--- config.mk ---
export PLATFORM = sky130hd
export DESIGN_NAME = modbus_rtu_register_read_responder_top
export DESIGN_NICKNAME = d
export VERILOG_FILES = /design/src/rtl/mbrr_pkg.sv /design/src/rtl/mbrr_frame.sv /design/src/rtl/mbrr_reply.sv /design/src/rtl/modbus_rtu_register_read_responder_top.sv
export SDC_FILE = /design/constraint.sdc
export NUM_CORES = 1
export LEC_CHECK = 0
export ABC_AREA = 1
export BUFFER_PORTS_ARGS = -buffer_cell sky130_fd_sc_hd__clkbuf_2
export CAP_MARGIN = 0
export CORE_MARGIN = 10
export CORE_UTILIZATION = 33
export DETAILED_ROUTE_END_ITERATION = 10
export PLACE_DENSITY = 0.49
export SLEW_MARGIN = 20
export SYNTH_ARGS = -nofsm -noshare
export SYNTH_HDL_FRONTEND = slang
export SYNTH_SLANG_ARGS = --single-unit
--- constraint.sdc ---
create_clock -name clk -period 3.97 [get_ports clk]
set_input_delay 0 -clock clk [delete_from_list [all_inputs] [get_ports clk]]
set_output_delay 0 -clock clk [all_outputs]
set_load 0.02 [all_outputs]
--- src/rtl/mbrr_pkg.sv ---
// ---------------------------------------------------------------------------
// mbrr_pkg
// Shared constants, codes and the CRC-16/Modbus byte step.
// ---------------------------------------------------------------------------
package mbrr_pkg;

  localparam int SIL_W  = 10;
  localparam int ADDR_W = 16;
  localparam int RADR_W = 8;
  localparam int VAL_W  = 16;
  localparam int CFG_W  = 16;
  localparam int CNT_W  = 4;
  localparam int IDX_W  = 3;

  localparam logic [SIL_W-1:0]  SIL_RST  = 10'd100;
  localparam logic [ADDR_W-1:0] ADDR_RST = 16'd107;
  localparam logic [RADR_W-1:0] RADR_RST = 8'd1;
  localparam logic [VAL_W-1:0]  VAL_RST  = 16'd170;

  localparam logic [7:0]       FUNC_READ_HOLDING = 8'h03;
  localparam logic [7:0]       REPLY_BYTE_COUNT  = 8'h02;
  localparam logic [15:0]      CRC_INIT          = 16'hFFFF;
  localparam logic [15:0]      CRC_POLY          = 16'hA001;
  localparam logic [CNT_W-1:0] FRAME_LEN         = 4'd8;
  localparam logic [CNT_W-1:0] COUNT_SAT         = 4'd9;

  // input word kind
  localparam logic OP_BYTE = 1'b0;
  localparam logic OP_TICK = 1'b1;

  typedef enum logic [1:0] {
    REG_SILENCE  = 2'd0,
    REG_ADDRESS  = 2'd1,
    REG_REPLY_AD = 2'd2,
    REG_VALUE    = 2'd3
  } cfg_idx_t;

  // byte positions in the request
  localparam logic [CNT_W-1:0] POS_FUNC   = 4'd1;
  localparam logic [CNT_W-1:0] POS_ADDR_H = 4'd2;
  localparam logic [CNT_W-1:0] POS_ADDR_L = 4'd3;

  // byte positions in the reply
  localparam logic [IDX_W-1:0] TX_ADDR   = 3'd0;
  localparam logic [IDX_W-1:0] TX_FUNC   = 3'd1;
  localparam logic [IDX_W-1:0] TX_COUNT  = 3'd2;
  localparam logic [IDX_W-1:0] TX_VAL_H  = 3'd3;
  localparam logic [IDX_W-1:0] TX_VAL_L  = 3'd4;
  localparam logic [IDX_W-1:0] TX_CRC_L  = 3'd5;
  localparam logic [IDX_W-1:0] TX_CRC_H  = 3'd6;

  function automatic logic [15:0] crc_step(input logic [15:0] crc_in, input logic [7:0] b);
    logic [15:0] c;
    c = crc_in ^ {8'h00, b};
    for (int k = 0; k < 8; k++) begin
      if (c[0]) c = (c >> 1) ^ CRC_POLY;
      else      c = c >> 1;
    end
    return c;
  endfunction

endpackage

--- src/rtl/mbrr_frame.sv ---
// ---------------------------------------------------------------------------
// mbrr_frame
// Input register and request frame tracker; flags a qualifying frame end.
// ---------------------------------------------------------------------------
module mbrr_frame import mbrr_pkg::*; (
  input  logic              clk,
  input  logic              rst_n,
  input  logic              in_tvalid,
  output logic              in_tready,
  input  logic [7:0]        in_tdata,   // [7:0] rx_byte
  input  logic              in_tuser,   // [0] opcode
  input  logic [SIL_W-1:0]  silence_ticks,
  input  logic [ADDR_W-1:0] register_address,
  output logic              hit_valid,
  input  logic              hit_ready
);

  logic             stg_v_r;
  logic             stg_op_r;
  logic [7:0]       stg_byte_r;

  logic [CNT_W-1:0] count_r, count_nxt;
  logic [7:0]       func_r, func_nxt;
  logic [7:0]       addr_h_r, addr_h_nxt;
  logic [7:0]       addr_l_r, addr_l_nxt;
  logic [SIL_W-1:0] idle_r, idle_nxt;
  logic             started_r, started_nxt;

  logic [SIL_W:0]   idle_inc;
  logic             frame_end;
  logic             hit;
  logic             advance;

  assign idle_inc  = {1'b0, idle_r} + {{SIL_W{1'b0}}, 1'b1};
  assign frame_end = (stg_op_r == OP_TICK) && started_r && (idle_inc > {1'b0, silence_ticks});
  assign hit       = frame_end && (count_r == FRAME_LEN) && (func_r == FUNC_READ_HOLDING)
                     && ({addr_h_r, addr_l_r} == register_address);

  assign hit_valid = stg_v_r && hit;
  assign advance   = stg_v_r && (!hit || hit_ready);
  assign in_tready = !stg_v_r || advance;

  always_comb begin
    count_nxt   = count_r;
    func_nxt    = func_r;
    addr_h_nxt  = addr_h_r;
    addr_l_nxt  = addr_l_r;
    idle_nxt    = idle_r;
    started_nxt = started_r;
    if (stg_op_r == OP_BYTE) begin
      case (count_r)
        POS_FUNC:   func_nxt   = stg_byte_r;
        POS_ADDR_H: addr_h_nxt = stg_byte_r;
        POS_ADDR_L: addr_l_nxt = stg_byte_r;
        default: ;
      endcase
      if (count_r < COUNT_SAT) count_nxt = count_r + 4'd1;
      idle_nxt    = '0;
      started_nxt = 1'b1;
    end else if (frame_end) begin
      count_nxt   = '0;
      func_nxt    = '0;
      addr_h_nxt  = '0;
      addr_l_nxt  = '0;
      idle_nxt    = '0;
      started_nxt = 1'b0;
    end else if (started_r) begin
      idle_nxt = idle_inc[SIL_W-1:0];
    end
  end

  always_ff @(posedge clk) begin
    if (!rst_n) begin
      stg_v_r   <= 1'b0;
      count_r   <= '0;
      func_r    <= '0;
      addr_h_r  <= '0;
      addr_l_r  <= '0;
      idle_r    <= '0;
      started_r <= 1'b0;
    end else begin
      if (in_tready) stg_v_r <= in_tvalid;
      if (advance) begin
        count_r   <= count_nxt;
        func_r    <= func_nxt;
        addr_h_r  <= addr_h_nxt;
        addr_l_r  <= addr_l_nxt;
        idle_r    <= idle_nxt;
        started_r <= started_nxt;
      end
    end
  end

  always_ff @(posedge clk) begin
    if (in_tready && in_tvalid) begin
      stg_op_r   <= in_tuser;
      stg_byte_r <= in_tdata;
    end
  end

endmodule

--- src/rtl/mbrr_reply.sv ---
// ---------------------------------------------------------------------------
// mbrr_reply
// Reply sequencer: sends the seven reply words, CRC built as bytes go out.
// ---------------------------------------------------------------------------
module mbrr_reply import mbrr_pkg::*; (
  input  logic              clk,
  input  logic              rst_n,
  input  logic              hit_valid,
  output logic              hit_ready,
  input  logic [RADR_W-1:0] reply_address,
  input  logic [VAL_W-1:0]  register_value,
  output logic              out_tvalid,
  input  logic              out_tready,
  output logic [7:0]        out_tdata,
  output logic              out_tlast
);

  logic              busy_r;
  logic [IDX_W-1:0]  idx_r;
  logic [15:0]       crc_r;
  logic [RADR_W-1:0] radr_r;
  logic [VAL_W-1:0]  val_r;
  logic              fire;

  assign hit_ready  = !busy_r;
  assign out_tvalid = busy_r;
  assign out_tlast  = (idx_r == TX_CRC_H);
  assign fire       = busy_r && out_tready;

  always_comb begin
    case (idx_r)
      TX_ADDR:  out_tdata = radr_r;
      TX_FUNC:  out_tdata = FUNC_READ_HOLDING;
      TX_COUNT: out_tdata = REPLY_BYTE_COUNT;
      TX_VAL_H: out_tdata = val_r[15:8];
      TX_VAL_L: out_tdata = val_r[7:0];
      TX_CRC_L: out_tdata = crc_r[7:0];
      default:  out_tdata = crc_r[15:8];
    endcase
  end

  always_ff @(posedge clk) begin
    if (!rst_n) begin
      busy_r <= 1'b0;
      idx_r  <= '0;
    end else if (hit_valid && hit_ready) begin
      busy_r <= 1'b1;
      idx_r  <= TX_ADDR;
    end else if (fire) begin
      idx_r <= idx_r + 3'd1;
      if (out_tlast) busy_r <= 1'b0;
    end
  end

  always_ff @(posedge clk) begin
    if (hit_valid && hit_ready) begin
      radr_r <= reply_address;
      val_r  <= register_value;
      crc_r  <= CRC_INIT;
    end else if (fire && (idx_r < TX_CRC_L)) begin
      crc_r <= crc_step(crc_r, out_tdata);
    end
  end

endmodule

--- src/rtl/modbus_rtu_register_read_responder_top.sv ---
// ---------------------------------------------------------------------------
// Modbus RTU read-holding-register responder
// Answers a one-register read request with a seven-byte reply.
// ---------------------------------------------------------------------------
// Input words are received bytes (tuser 0) or millisecond ticks (tuser 1);
// each is registered when accepted, and one may follow in every cycle
// unless the input is stalled as below. A frame ends on the tick that
// takes the silence count past silence_ticks; if it held exactly eight
// bytes with function 0x03 and the configured address, the reply goes
// out as seven words, one per cycle while out_tready is high, with tlast
// on the CRC high byte. The reply sequencer holds one reply at a time: a
// second qualifying frame end stalls input until that reply is sent.
module modbus_rtu_register_read_responder_top import mbrr_pkg::*; (
  input  logic             clk,
  input  logic             rst_n,
  input  logic             in_tvalid,
  output logic             in_tready,
  input  logic [7:0]       in_tdata,   // [7:0] rx_byte
  input  logic             in_tuser,   // [0] opcode
  output logic             out_tvalid,
  input  logic             out_tready,
  output logic [7:0]       out_tdata,  // [7:0] tx_byte
  output logic             out_tlast,
  input  logic             cfg_we,
  input  cfg_idx_t         cfg_addr,
  input  logic [CFG_W-1:0] cfg_wdata
);

  logic [SIL_W-1:0]  silence_r;
  logic [ADDR_W-1:0] reg_addr_r;
  logic [RADR_W-1:0] reply_adr_r;
  logic [VAL_W-1:0]  reg_val_r;
  logic              hit_valid;
  logic              hit_ready;

  always_ff @(posedge clk) begin
    if (!rst_n) begin
      silence_r   <= SIL_RST;
      reg_addr_r  <= ADDR_RST;
      reply_adr_r <= RADR_RST;
      reg_val_r   <= VAL_RST;
    end else if (cfg_we) begin
      unique case (cfg_addr)
        REG_SILENCE:  silence_r   <= cfg_wdata[SIL_W-1:0];
        REG_ADDRESS:  reg_addr_r  <= cfg_wdata[ADDR_W-1:0];
        REG_REPLY_AD: reply_adr_r <= cfg_wdata[RADR_W-1:0];
        REG_VALUE:    reg_val_r   <= cfg_wdata[VAL_W-1:0];
        default: ;
      endcase
    end
  end

  mbrr_frame u_frame (
    .clk              (clk),
    .rst_n            (rst_n),
    .in_tvalid        (in_tvalid),
    .in_tready        (in_tready),
    .in_tdata         (in_tdata),
    .in_tuser         (in_tuser),
    .silence_ticks    (silence_r),
    .register_address (reg_addr_r),
    .hit_valid        (hit_valid),
    .hit_ready        (hit_ready)
  );

  mbrr_reply u_reply (
    .clk            (clk),
    .rst_n          (rst_n),
    .hit_valid      (hit_valid),
    .hit_ready      (hit_ready),
    .reply_address  (reply_adr_r),
    .register_value (reg_val_r),
    .out_tvalid     (out_tvalid),
    .out_tready     (out_tready),
    .out_tdata      (out_tdata),
    .out_tlast      (out_tlast)
  );

endmodule

; ---- After elaboration in Yosys (flattened, before gate mapping)
; Cells that the tools add are included.
[word_totals]
wordCells = 128
out_inout_bits = 11
in_bits = 32
register_bits = 143
[classes]
mux = 41
reduce_logical = 36
n_addsub = 3
n_eq_ne = 17
bitwise = 10
order_cmp = 3
[ops]
columns = op, count
row1 = $mux 16, 22
row2 = $mux 8, 7
row3 = $pmux 8 s6, 1
row4 = $mux 10, 3
row5 = $not 2->3, 8
row6 = $eq 16x16->1, 1
row7 = $xor 16x8->16, 1
row8 = $reduce_and 2->1, 7
row9 = $mux 4, 3
row10 = $reduce_and 3->1, 4
row11 = $reduce_bool 2->1, 6
row12 = $add 10x1->11 const B, 1
row13 = $gt 11x10->1, 1
row14 = $logic_and 1x1->1, 11
row15 = $eq 3x3->1 const B, 3
row16 = $eq 4x2->1 const B, 2
row17 = $eq 8x2->1 const B, 1
row18 = $eq 3x2->1 const B, 2
row19 = $mux 1, 5
row20 = $add 4x1->4 const B, 1
row21 = $eq 2x2->1 const B, 2
row22 = $eq 4x1->1 const B, 1
row23 = $eq 4x4->1 const B, 1
row24 = $lt 4x4->1 const B, 1
row25 = 12 further kinds, 15

; ---- Longest topological paths before layout
; Gate-level depths: netlist (run 1).
[depth]
depth_word = 35
mapped_depth = 22
mapped_depth_nobuf = 20

; ---- Modules after synthesis
; A second synthesis (run 1) with hierarchy kept.
[unflattened]
hier_cells = 1075
hier_area_um2 = 7582.3
[modules_own_cells]
columns = mod, n_inst, seq_area_each_um2, area_each_um2, cells_per_inst
row1 = mbrr_frame, 1, 1071.0, 3133.0, 463
row2 = mbrr_reply, 1, 1121.1, 2446.1, 313
row3 = modbus_rtu_register_read_responder_top, 1, 1001.0, 2003.2, 299

; ---- Worst setup path before layout (run 1)
; No wires, ideal clock.
[synth_timing]
path_kind = flip-flop to flip-flop
startpoint = reg u_frame.idle_r[2]
endpoint = reg u_reply.radr_r[0] (enable)
required_ps = 3532
path_stages_with_launch = 16
path_buffers = 0
setup_ps = 438
synth_period_minus_slack_ps = 4267
setup_slack_ps = -297
t_arrival_ps = 3830
path_cell_list = dfxtp_1 inv_2 nor4_1 nand2_1 nor3_1 xor2_1 inv_1 ha_1 nand2_1 nor2_1 nand3_1 nand3_2 nand3_4 inv_1 nand2_1 nor3_1
[synth_via]
elab_chain_cells = 8
[synth_rtl]
columns = element, line_no
row1 = "start, declared", mbrr_frame.sv:26  ; logic [SIL_W-1:0] idle_r, idle_nxt;
row2 = "start signal, assigned", mbrr_frame.sv:88  ; idle_r <= idle_nxt;
row3 = $add 10x1->11, mbrr_frame.sv:34  ; assign idle_inc = {1'b0, idle_r} + {{SIL_W{1'b0}}, 1'b1};
row4 = $gt 11x10->1, mbrr_frame.sv:35  ; assign frame_end = (stg_op_r == OP_TICK) && started_r && (idle_inc > {1'b0, silence_ticks});
row5 = $logic_and 1x1->1, mbrr_frame.sv:35
row6 = $logic_and 1x1->1 (2 in series), mbrr_frame.sv:36  ; assign hit = frame_end && (count_r == FRAME_LEN) && (func_r == FUNC_READ_HOLDING)
row7 = $logic_and 1x1->1, mbrr_frame.sv:37  ; && ({addr_h_r, addr_l_r} == register_address);
row8 = $logic_and 1x1->1, mbrr_frame.sv:39  ; assign hit_valid = stg_v_r && hit;
row9 = $logic_and 1x1->1, mbrr_reply.sv:56  ; if (hit_valid && hit_ready) begin
row10 = "end signal, assigned", mbrr_reply.sv:57  ; radr_r <= reply_address;
row11 = "end, declared", mbrr_reply.sv:21  ; logic [RADR_W-1:0] radr_r;
; Every way passes these cells.
; A chain may end at the register's enable or synchronous reset.

; ---- Final worst setup path (run 1)
[layout_timing]
startpoint = reg u_frame.idle_r[2]
endpoint = reg u_frame.func_r[1]
[layout_via]
elab_chain_cells = 10
elab_cells_between_ends = 11
classes_between = add/sub (1) / order compare (1) / eq/ne (1) / reduce/logical (8)
[layout_rtl]
columns = element, line_no
row1 = $add 10x1->11 (*), mbrr_frame.sv:34
row2 = $gt 11x10->1 (*), mbrr_frame.sv:35
row3 = $logic_and 1x1->1 (*), mbrr_frame.sv:35
row4 = $logic_and 1x1->1 (2 in series), mbrr_frame.sv:36
row5 = $logic_and 1x1->1, mbrr_frame.sv:37
row6 = $logic_not 1->1, mbrr_frame.sv:40  ; assign advance = stg_v_r && (!hit || hit_ready);
row7 = $logic_or 1x1->1, mbrr_frame.sv:40
row8 = $logic_and 1x1->1, mbrr_frame.sv:40
row9 = $reduce_and 3->1 (no source line) (*), n/a
row10 = "end signal, assigned", mbrr_frame.sv:85  ; func_r <= func_nxt;
row11 = "end, declared", mbrr_frame.sv:23  ; logic [7:0] func_r, func_nxt;
; Every way passes the cells marked *; elsewhere a longest branch is shown, timed or not.

==> run metrics, run 1 <==
status=finished clean; worst slew pin tran=roughly 0.94 ns; Final #Nets=~1100; H-tree levels=4; initial antenna violation count=0; Max Freq=roughly 0.28 GHz; static leakage power=around 3.8 nW; Critical Path Sink Type=register; max_cap viols=0; clk root buf=clkbuf_16; largest net degree at the start of global routing=73; post-synthesis mux area share=0%; clock buffer depth=2; syn nets=999; CP Data Arrival Time=between 3 and 4 ns; Buf+Inv Stages, Crit Path=3; clock sink count=between 100 and 150; Die Ht=around 170 um; DRT Wirelength=around 19000 um; Vias/cell=between 4 and 5; commonest non-fill, non-tap cell in the layout=nand2_1; drc violations=0; Skew-Pair Late Insertion Delay=0.42 ns; Final setup viols=0; DP HPWL=~14000 um; delay-heaviest family, CP=simple AND/OR/NAND/NOR gates; hold crit path type=in -> reg; Initial Util=roughly 34%; 1st-pass router iterations=5; Post-Syn Area=approximately 7100 sq um; GP Congestion=0.811; multi-input logic area=roughly 3300 sq um; post-synthesis adder-cell area fraction=between 3 and 4%; Fin. Hold Viols=0; Clk pin slew, worst setup/hold paths=0.06 ns; largest family of logic cells by synthesized area=simple AND/OR/NAND/NOR gates; share of flip-flops with an asynchronous set or reset=0%; Post-Route Setup TNS=0 ns; Startpoint Class=register; Critical Path Max Stage Delay=~0.39 ns; period utilization=~90%; vias after detailed routing=a little over 6000; final std cells w/o fill=~1300; skew final=between 0.01 and 0.015 ns; Cells after Synth=~950; Power Density=between 400 and 500 nW/um^2; register area=approximately 3200 sq um; total gr overflow=0; layout cell share with drive strength beyond 1=11.0%; Syn-to-layout area delta=18.6%; CP Cell Sequence=inv_2 > nor4_1 > nand2_1 > nor3_1 > xor2_1 > inv_1 > ha_1 > nand2_1 > nor4_1 > nand4_1 > nand3_4 > buf_4 > nor2_4 > nand2_4 > nand3_2 > nand2_1 > nand2_1 > nor2_1; most frequent CP cell=nand2_1; CTS tree=yes; vias in the first global route=a little under 6000; area of the core=~21000 sq um; Yosys Warn Count=0; Setup CP Type=reg -> reg; Required @ worst endpoint=around 4.3 ns; Post-synth EDFFs=33; FF+latch count, synth=approximately 140; row cnt=53; dominant synthesized flop cell=dfxtp_1; first-pass GRT wire length=30800 um; Place WS=roughly 0.32 ns; number of DRC markers in iteration 0=339; max-slew violation count=0; antenna-violating nets left=0; Slew HR=a little under two fifths; setup slack after layout=0.417 ns; total power=~3.6 mW; sequential area share after synthesis=a little under half; fillers=2201; RSZ-0062 raised after global routing=false; Synth Area in Simple Gates=between 30% and 40%; gr usage total=between 10% and 20%; TritonCTS Buffers=17; Die X=approximately 170 um; Netlist cell types=40; syn_area_per_cell=approximately 7.5 sq um; Cells after DPL=approximately 1200; minimum clock period=3.55 ns; Ports=43; Worst Path Max Fanout=32; commonest non-fill, non-tap cells in the layout=nand2_1 (233), nor2_1 (115), dfxtp_1 (110), inv_1 (107), nand3_1 (80); Peak VDD IR=0.000244 V; DIE AREA=27700 sq um; antenna fix cells=0; port bufs=42; CP max-delay cell=dfxtp_1; compound-cell area share of the yosys netlist=approximately 9.1%; xor and xnor fraction of the mapped netlist area=under 10%; Avg WL per Cell=roughly 14 um
[flip-flops by register name, summed over array words and instances (netlist names)]
signal and count:
reg_addr_r 16, reg_val_r 16, reply_adr_r 8, silence_r 10, u_frame.addr_h_r 8, u_frame.addr_l_r 8
u_frame.count_r 4, u_frame.func_r 8, u_frame.idle_r 10, u_frame.started_r 1, u_frame.stg_byte_r 8, u_frame.stg_op_r 1
u_frame.stg_v_r 1, u_reply.crc_r 16, u_reply.idx_r 3, u_reply.out_tvalid 1, u_reply.radr_r 8, u_reply.val_r 16
[cells in the mapped netlist, types with 3 or more instances]
cell type / instances / area (sq um)
a21oi_1: 41 / 205
buf_2: 8 / 40.0
buf_4: 6 / 45.0
buf_6: 3 / 33.8
clkbuf_1: 18 / 67.6
dfxtp_1: 110 / 2200
edfxtp_1: 33 / 991
ha_1: 20 / 250
inv_1: 107 / 402
inv_2: 4 / 15.0
nand2_1: 233 / 875
nand2_2: 7 / 43.8
nand3_1: 82 / 410
nand3_2: 3 / 30.0
nand4_1: 36 / 225
nor2_1: 115 / 432
nor2_2: 4 / 25.0
nor3_1: 8 / 40.0
nor4_1: 5 / 31.3
o211ai_1: 16 / 120
o21ai_0: 48 / 240
or2_2: 3 / 18.8
xnor2_1: 3 / 26.3
xor2_1: 12 / 105
[logic make-up after synthesis]
family / Yosys count
and+or+nand+nor: 504
buffers and inverters: 151
DFF: 143
AOI/OAI and AO/OA: 114
adders and majority gates: 20
xor gates and xnor gates: 15
[area by class of cell]
type | instances | share of cell area, %
multi-input cells | 653 | 39.0
flip-flops and latches | 143 | 38.1
repair buffers | 78 | 6.54
clock buffers | 19 | 5.16
inverters | 114 | 5.13
well taps | 275 | 4.10
clock inverters | 13 | 1.96
[routing by layer]
layer,part of all wire [%],track usage (%),vias up
li1,-,-,3217
met1,49,17.7,2744
met2,47,22.0,81
met3,2.9,2.93,11
met4,0.78,3.67,0
met5,0,0,-
[worst paths after layout]
check | from | to | slack [ns] | cells past startpoint
worst min-delay path | cfg_addr[0] | reply_adr_r[0] | 0.03 | 4
worst max register to register | u_frame.idle_r[2] | u_frame.func_r[1] | 0.42 | 18
worst max-delay path | u_frame.idle_r[2] | u_frame.func_r[1] | 0.42 | 18
worst min register to register | reply_adr_r[2] | u_reply.radr_r[2] | 0.42 | 0
[where the power goes]
part	internal, mW	leakage, nW	switching (mW)
clock network	0.991	0.278	0.651
logic	0.123	2.31	0.203
registers	1.55	1.21	0.0457
total	2.67	3.80	0.899
[worst register-to-register path, cell delays in order (launching register included)]
cell and delay (ns):
dfxtp_1 0.39, inv_2 0.07, nor4_1 0.34, nand2_1 0.15, nor3_1 0.19, xor2_1 0.17, inv_1 0.08, ha_1 0.29
nand2_1 0.05, nor4_1 0.23, nand4_1 0.19, nand3_4 0.13, buf_4 0.21, nor2_4 0.05, nand2_4 0.29, nand3_2 0.33
nand2_1 0.15, nand2_1 0.05, nor2_1 0.13
[metrics by stage]
step	cell area, sq um	hold slack, ns	utilization [%]
2_1_floorplan	7070	0.0989	-
3_5_place_dp	7510	0.179	35.7
5_1_grt	8380	0.0358	39.9
4_1_cts	8370	0.0151	39.8
3_3_place_gp	7510	0.179	35.7
6_report	8380	0.0282	39.9
[repair_timing]
item                       in CTS  in global routing
resized for setup               0                  2
hold buffers                   27                  0
hold endpoints to repair       58                  0
setup endpoints to repair       0                  9
buffers inserted                0                  0
Note: power is estimated with default switching activity, not from simulation.
==> inputs of run 2 (changes only) <==
--- a/config.mk
+++ b/config.mk
@@ -6,13 +6,14 @@
 export NUM_CORES = 1
 export LEC_CHECK = 0
 export ABC_AREA = 1
-export BUFFER_PORTS_ARGS = -buffer_cell sky130_fd_sc_hd__clkbuf_2
 export CAP_MARGIN = 0
 export CORE_MARGIN = 10
 export CORE_UTILIZATION = 33
 export DETAILED_ROUTE_END_ITERATION = 10
-export PLACE_DENSITY = 0.49
+export DONT_BUFFER_PORTS = 1
+export PLACE_DENSITY = 0.47
 export SLEW_MARGIN = 20
 export SYNTH_ARGS = -nofsm -noshare
 export SYNTH_HDL_FRONTEND = slang
+export SYNTH_HIERARCHICAL = 1
 export SYNTH_SLANG_ARGS = --single-unit
==> run 2 against run 1 <==
Sequential power is essentially flat. Utilization down 1.3 points. Register-to-register slack improved by 0.06 ns. Critical path type unchanged.
==> run metrics, run 2 <==
met1 wire length=9030 um (-2.3%); Initial Util=33.5% (-0.13 points); Fin. Hold Viols=0 (unchanged); Critical Path Sink Type=register; area of the core=22600 sq um (+7.7%); WL met3=572 um (+6.7%); worst hold margin=0.0654 ns (+0.0372 ns); top cells by area, synth=dfxtp_1 (29%), nand2_1 (15%), edfxtp_1 (13%), nor2_1 (8.3%), inv_1 (7.7%); Syn-to-layout area delta=15.1%; dominant synthesized flop cell=dfxtp_1; status=finished clean; Worst Setup SP=u_frame/idle_r[0]; layout cell share with drive strength beyond 1=8.07% (-2.9 points); syn_area_per_cell=7.05 sq um (-5.5%); sequential area share after synthesis=42.1% (-3.1 points); internal power=2.50 mW (-6.3%); minimum clock period=3.49 ns (-0.0601 ns); Place WS=0.387 ns (+0.0717 ns); gr usage total=13.4% (-0.19 points); clock sink count=143 (unchanged); Required @ worst endpoint=4.31 ns (about the same); Post-Syn Area=7580 sq um (+7.3%); vias in the first global route=5994 (+1.7%); Flop pwr share=46.6% (+1.8 points); met2 wire length=9050 um (+2.3%); uppermost routed layer=met4; DRT Wirelength=18900 um (+0.74%); clk root buf=clkbuf_16; commonest non-fill, non-tap cell in the layout=nand2_1; count leader, synth=nand2_1; syn nets=1127 (+13%); FF+latch count, synth=143 (unchanged); leading area contributor after synthesis=dfxtp_1; Setup CP Type=reg -> reg; period utilization=88.0% (-1.5 points); antenna fix cells=0 (unchanged); Die X=172 um (+3.2%); port bufs=0 (-100%); total power=3.44 mW (-3.5%); initial antenna violation count=0 (unchanged); Comb pwr share=9.8% (+0.7 points); max-slew violation count=0 (unchanged); switching share of power=27.4% (+2.2 points); Post-CTS Setup Bufs=0 (unchanged); DIE AREA=29400 sq um (+6.4%); Die Ht=172 um (+3.2%); Max Freq=0.286 GHz (+1.7%); hold crit path type=in -> reg; Peak VDD IR=0.000257 V (+5.4%); drc violations=0 (unchanged); CP Data Arrival Time=3.83 ns (-0.08 ns); total gr overflow=0 (unchanged); static leakage power=4.23 nW (+11%); Skew-Pair Late Insertion Delay=0.42 ns (about the same); number of DRC markers in iteration 0=323 (-4.7%); vias after detailed routing=6259 (+3.4%); Power Density=394 nW/um^2 (-7.3%); clock buffer depth=2 (unchanged); CTS tree=yes; max_cap viols=0 (unchanged); Cells after Synth=1075 (+14%); antenna-violating nets left=0 (unchanged); Avg WL per Cell=13.5 um (-6.8%); post-route cell area=8720 sq um (+4.1%); Post-Route Setup TNS=0 ns (unchanged); clock share of power=43.6% (-2.4 points); row cnt=55 (+3.8%); Final setup viols=0 (unchanged); commonest cells in the netlist=nand2_1 (304), nor2_1 (168), inv_1 (155), dfxtp_1 (110), nand3_1 (82); 1st-pass router iterations=5 (unchanged); worst slew pin tran=0.702 ns (-0.237 ns); setup slack after layout=0.477 ns (+0.0601 ns); largest net degree at the start of global routing=88 (+21%); TritonCTS Buffers=17 (unchanged); hold_sp=cfg_addr[1]; RSZ-0062 raised after global routing=false; Placement Cell Area=7750 sq um (+3.3%); Netlist cell types=39 (-2.5%); share of flip-flops with an asynchronous set or reset=0% (unchanged); H-tree levels=4 (unchanged); Slew HR=53.2% (+16 points); Vias/cell=4.47 (-4.4%); first-pass GRT wire length=30900 um (+0.38%); GP Congestion=0.797 (-1.7%); Worst Path Max Fanout=10 (-69%); Post-synth EDFFs=33 (unchanged); Synth top area share=29.0% (-2.1 points); Final #Nets=1154 (+9.0%); Sw Pwr=942 uW (+4.7%); Ports=43 (unchanged); commonest non-fill, non-tap cells in the layout=nand2_1 (304), nor2_1 (167), inv_1 (155), dfxtp_1 (109), nand3_1 (82); Startpoint Class=register; DP HPWL=13200 um (-2.9%); launch point of the worst reg-to-reg path=u_frame/idle_r[0]; Clk pin slew, worst setup/hold paths=0.07 ns (about the same); skew final=0.0101 ns (-0.00315 ns); Yosys Warn Count=6 (+6)
==> run 2: changes by cell type in the layout (fill, tap and decap cells not counted), moves of 4 or more <==
| cell | previous run | this run |
|---|---|---|
| nand2_1 | 233 | 304 |
| o21ai_0 | 48 | 16 |
| xnor2_1 | 3 | 14 |
| nor3_1 | 7 | 2 |
| o211ai_1 | 16 | 7 |
| inv_1 | 107 | 155 |
| nand2_2 | 7 | 23 |
| xor2_1 | 12 | 8 |
| clkbuf_2 | 42 | 0 |
| nor2_1 | 115 | 167 |
| dlygate4sd3_1 | 27 | 39 |
| nand4_1 | 36 | 18 |
==> run 2: cells by family after synthesis <==
logic type	share of synthesized area [%]
xor+xnor	2.54
fa+ha+maj	3.30
simple gates	35.6
buf+inv	11.0
compound gates	5.46
flops	42.1
==> run 2: power groups by stage <==
stage	sequential [mW]	combinational (mW)	clock, mW
2_1_floorplan	1.62	0.247	0
3_3_place_gp	1.63	0.279	0
3_5_place_dp	1.63	0.279	0
4_1_cts	1.60	0.342	1.55
5_1_grt	1.61	0.391	1.61
6_report	1.60	0.338	1.50
==> run 2: timing repair <==
item                       in CTS  in global routing
hold endpoints to repair      103                  0
setup endpoints to repair       0                  2
hold buffers                   40                  0
resized for setup               0                  1
==> run 2: layout make-up <==
type,instances,area (sq um)
fill,2391,13900
multi-input combinational,735,3560
sequential,143,3190
inverter,159,597
timing repair buffer,46,463
clock buffer,17,425
tap,285,357
clock inverter,15,129
==> run 2: final timing paths <==
| check | to | slack (ns) | cells past startpoint |
|---|---|---|---|
| max | u_reply/idx_r[1] | 0.48 | 21 |
| min | reg_val_r[12] | 0.07 | 4 |
| max reg2reg | u_reply/idx_r[1] | 0.48 | 21 |
| min reg2reg | u_reply/val_r[5] | 0.43 | 0 |
==> run 2: worst max-delay path, cell delays in order, from the launching register on <==
cell and delay (ns):
dfxtp_2 0.40, ha_1 0.22, nand3_2 0.13, nor2_4 0.13
nand3_1 0.09, xor2_1 0.20, inv_1 0.07, ha_1 0.30
nand2_1 0.08, nor3b_1 0.21, nand2_1 0.09, nor2_2 0.20
nor2_8 0.06, nand2_4 0.11, inv_1 0.08, and3_1 0.21
inv_1 0.09, nor2_2 0.04, buf_4 0.19, inv_1 0.21
nand2_1 0.14, a211oi_1 0.17
==> run 2: per-stage QoR <==
step	std cells	utilization [%]
floorplan	1075	-
global placement	1328	34.2
finish	1400	38.5
CTS	1400	38.5
detailed placement	1328	34.2
global route	1400	38.5
==> run 2: routing by layer <==
layer,global-route usage (%),vias to the layer above
met3,2.91,17
met4,4.35,0
met2,22.4,66
li1,-,3390
met1,16.7,2786
met5,0,-
==> inputs of run 3 (changes only) <==
--- a/config.mk
+++ b/config.mk
@@ -15,5 +15,4 @@
 export SLEW_MARGIN = 20
 export SYNTH_ARGS = -nofsm -noshare
 export SYNTH_HDL_FRONTEND = slang
-export SYNTH_HIERARCHICAL = 1
 export SYNTH_SLANG_ARGS = --single-unit
==> run 3 against run 2 <==
Register-to-register slack gained 0.096 ns. Power up 2.9%. Clock skew grew 0.00070 ns. Highest routed layer is now met5.
==> run metrics, run 3 (synthesis gave the netlist of run 1 again) <==
status=finished clean; vias in the first global route=5741 (-4.2%); Die X=166 um (-3.1%); Ports=43 (unchanged); row cnt=53 (-3.6%); commonest non-fill, non-tap cells in the layout=nand2_1 (233), nor2_1 (115), dfxtp_1 (110), inv_1 (107), nand3_1 (80); Fin. Hold Viols=0 (unchanged); Buf+Inv Stages, Crit Path=2 (-3); Place WS=0.505 ns (+0.118 ns); worst slew pin tran=0.749 ns (+0.0475 ns); switching share of power=24.7% (-2.7 points); worst hold margin=0.0372 ns (-0.0282 ns); port bufs=0 (unchanged); Syn-to-layout area delta=17.1%; setup slack after layout=0.573 ns (+0.0963 ns); Flop pwr share=45.2% (-1.4 points); area of the core=21000 sq um (-7.2%); CP max-delay cell=dfxtp_1; vias after detailed routing=5974 (-4.6%); Setup CP Type=reg -> reg; Power Density=428 nW/um^2 (+8.5%); 1st-pass router iterations=5 (unchanged); Comb pwr share=9.1% (-0.7 points); max_cap viols=0 (unchanged); antenna-violating nets left=0 (unchanged); Die Ht=166 um (-3.1%); number of DRC markers in iteration 0=306 (-5.3%); Vias/cell=4.73 (+5.9%); layout cell share with drive strength beyond 1=6.69% (-1.4 points); Final setup viols=0 (unchanged); Avg WL per Cell=15.2 um (+13%); Post-CTS Setup Bufs=0 (unchanged); largest net degree at the start of global routing=73 (-17%); Worst Setup SP=u_frame.idle_r[2]; H-tree levels=4 (unchanged); total power=3.54 mW (+2.9%); minimum clock period=3.40 ns (-0.0963 ns); Initial Util=33.6% (+0.13 points); first-pass GRT wire length=31300 um (+1.2%); drc violations=0 (unchanged); clock share of power=45.7% (+2.1 points); hold_sp=rst_n; clock sink count=143 (unchanged); Final #Nets=1025 (-11%); CTS tree=yes; Peak VDD IR=0.000232 V (-9.8%); initial antenna violation count=2 (+2); Skew-Pair Late Insertion Delay=0.42 ns (about the same); clock buffer depth=2 (unchanged); fillers=2173 (-9.1%); DIE AREA=27700 sq um (-6.0%); Worst Path Max Fanout=32 (+22); static leakage power=3.65 nW (-14%); Core Util, Final=39.4% (+0.84 points); Slew HR=50.0% (-3.2 points); Critical Path Max Stage Delay=0.40 ns (about the same); max-slew violation count=0 (unchanged); hold crit path type=in -> reg; gr usage total=13.8% (+0.43 points); DP HPWL=13700 um (+3.6%); skew final=0.0108 ns (+0.000698 ns); Critical Path Sink Type=register; delay-heaviest family, CP=simple AND/OR/NAND/NOR gates; DRT Wirelength=19200 um (+1.5%); Max Freq=0.294 GHz (+2.8%); total gr overflow=0 (unchanged); Clk pin slew, worst setup/hold paths=0.06 ns (about the same); commonest non-fill, non-tap cell in the layout=nand2_1; RSZ-0062 raised after global routing=false; CP Cell Sequence=inv_2 > nor4_1 > nand2_1 > nor3_1 > xor2_1 > inv_1 > ha_1 > nand2_1 > nor4_1 > nand4_1 > nand3_4 > nor2_4 > nand2_4 > nand3_2 > a21oi_1 > nor2_1; Sw Pwr=874 uW (-7.2%); clk root buf=clkbuf_16; GP Congestion=0.803 (+0.72%); TritonCTS Buffers=17 (unchanged); internal power=2.67 mW (+6.8%); Startpoint Class=register; launch point of the worst reg-to-reg path=u_frame.idle_r[2]; CP Data Arrival Time=3.71 ns (-0.12 ns); period utilization=85.6% (-2.4 points); Post-Route Setup TNS=0 ns (unchanged); Required @ worst endpoint=4.28 ns (-0.03 ns)
[run 3: changes by cell type in the layout (fill, tap and decap cells not counted), moves of 6 or more]
cell,change
clkinv_1,+6
inv_1,-48
nand2_1,-71
nand2_2,-16
nand4_1,+18
nor2_1,-52
o211ai_1,+9
o21ai_0,+32
xnor2_1,-11
[run 3: final cells by class]
cell class	instances	area (sq um)	share of cell area [%]
sequential	143	3190	38.6
tap	275	344	4.16
inverter	114	430	5.20
clock inverter	13	146	1.77
antenna	1	2.50	0.0302
multi-input combinational	653	3280	39.6
clock buffer	19	443	5.35
timing repair buffer	44	440	5.32
[run 3: worst paths after layout]
| kind | end | slack (ns) | cells past startpoint |
|---|---|---|---|
| hold / removal | u_frame.count_r[2] | 0.04 | 2 |
| setup reg to reg | u_frame.addr_h_r[7] | 0.57 | 16 |
| setup / recovery | u_frame.addr_h_r[7] | 0.57 | 16 |
| hold reg to reg | u_reply.val_r[10] | 0.43 | 0 |
[run 3: layer usage]
metal,global-route usage [%],part of all wire (%)
met4,3.78,1.1
met1,17.8,48
met5,0,0.068
met2,22.5,47
met3,3.24,3.8
[run 3: what timing repair did]
item                                    4_1_cts  5_1_grt
resized for setup                             0        3
hold buffers                                 37        0
endpoints found under the setup margin        0       14
hold endpoints to repair                     86        0
[run 3: through the flow]
stage	instances	area, sq um
after detailed placement	1192	7280
after global routing	1261	8280
after floorplan	947	7070
final	1262	8280
after CTS	1261	8260
after global placement	1192	7280
[run 3: worst register-to-register path: cells and delay by family (launching register included)]
family	cells	cell delay, ns
and+or+nand+nor	11	2.10
DFF	1	0.40
adders and majority gates	1	0.30
AOI/OAI and AO/OA	1	0.19
xor gates and xnor gates	1	0.16
buffers and inverters	2	0.15
[run 3: power groups by stage]
| stage | Clock (mW) | Sequential, mW | Combinational [mW] |
|---|---|---|---|
| after floorplan | 0 | 1.61 | 0.226 |
| after global placement | 0 | 1.63 | 0.271 |
| after detailed placement | 0 | 1.63 | 0.271 |
| after CTS | 1.66 | 1.60 | 0.325 |
| after global routing | 1.72 | 1.61 | 0.369 |
| final | 1.62 | 1.60 | 0.323 |
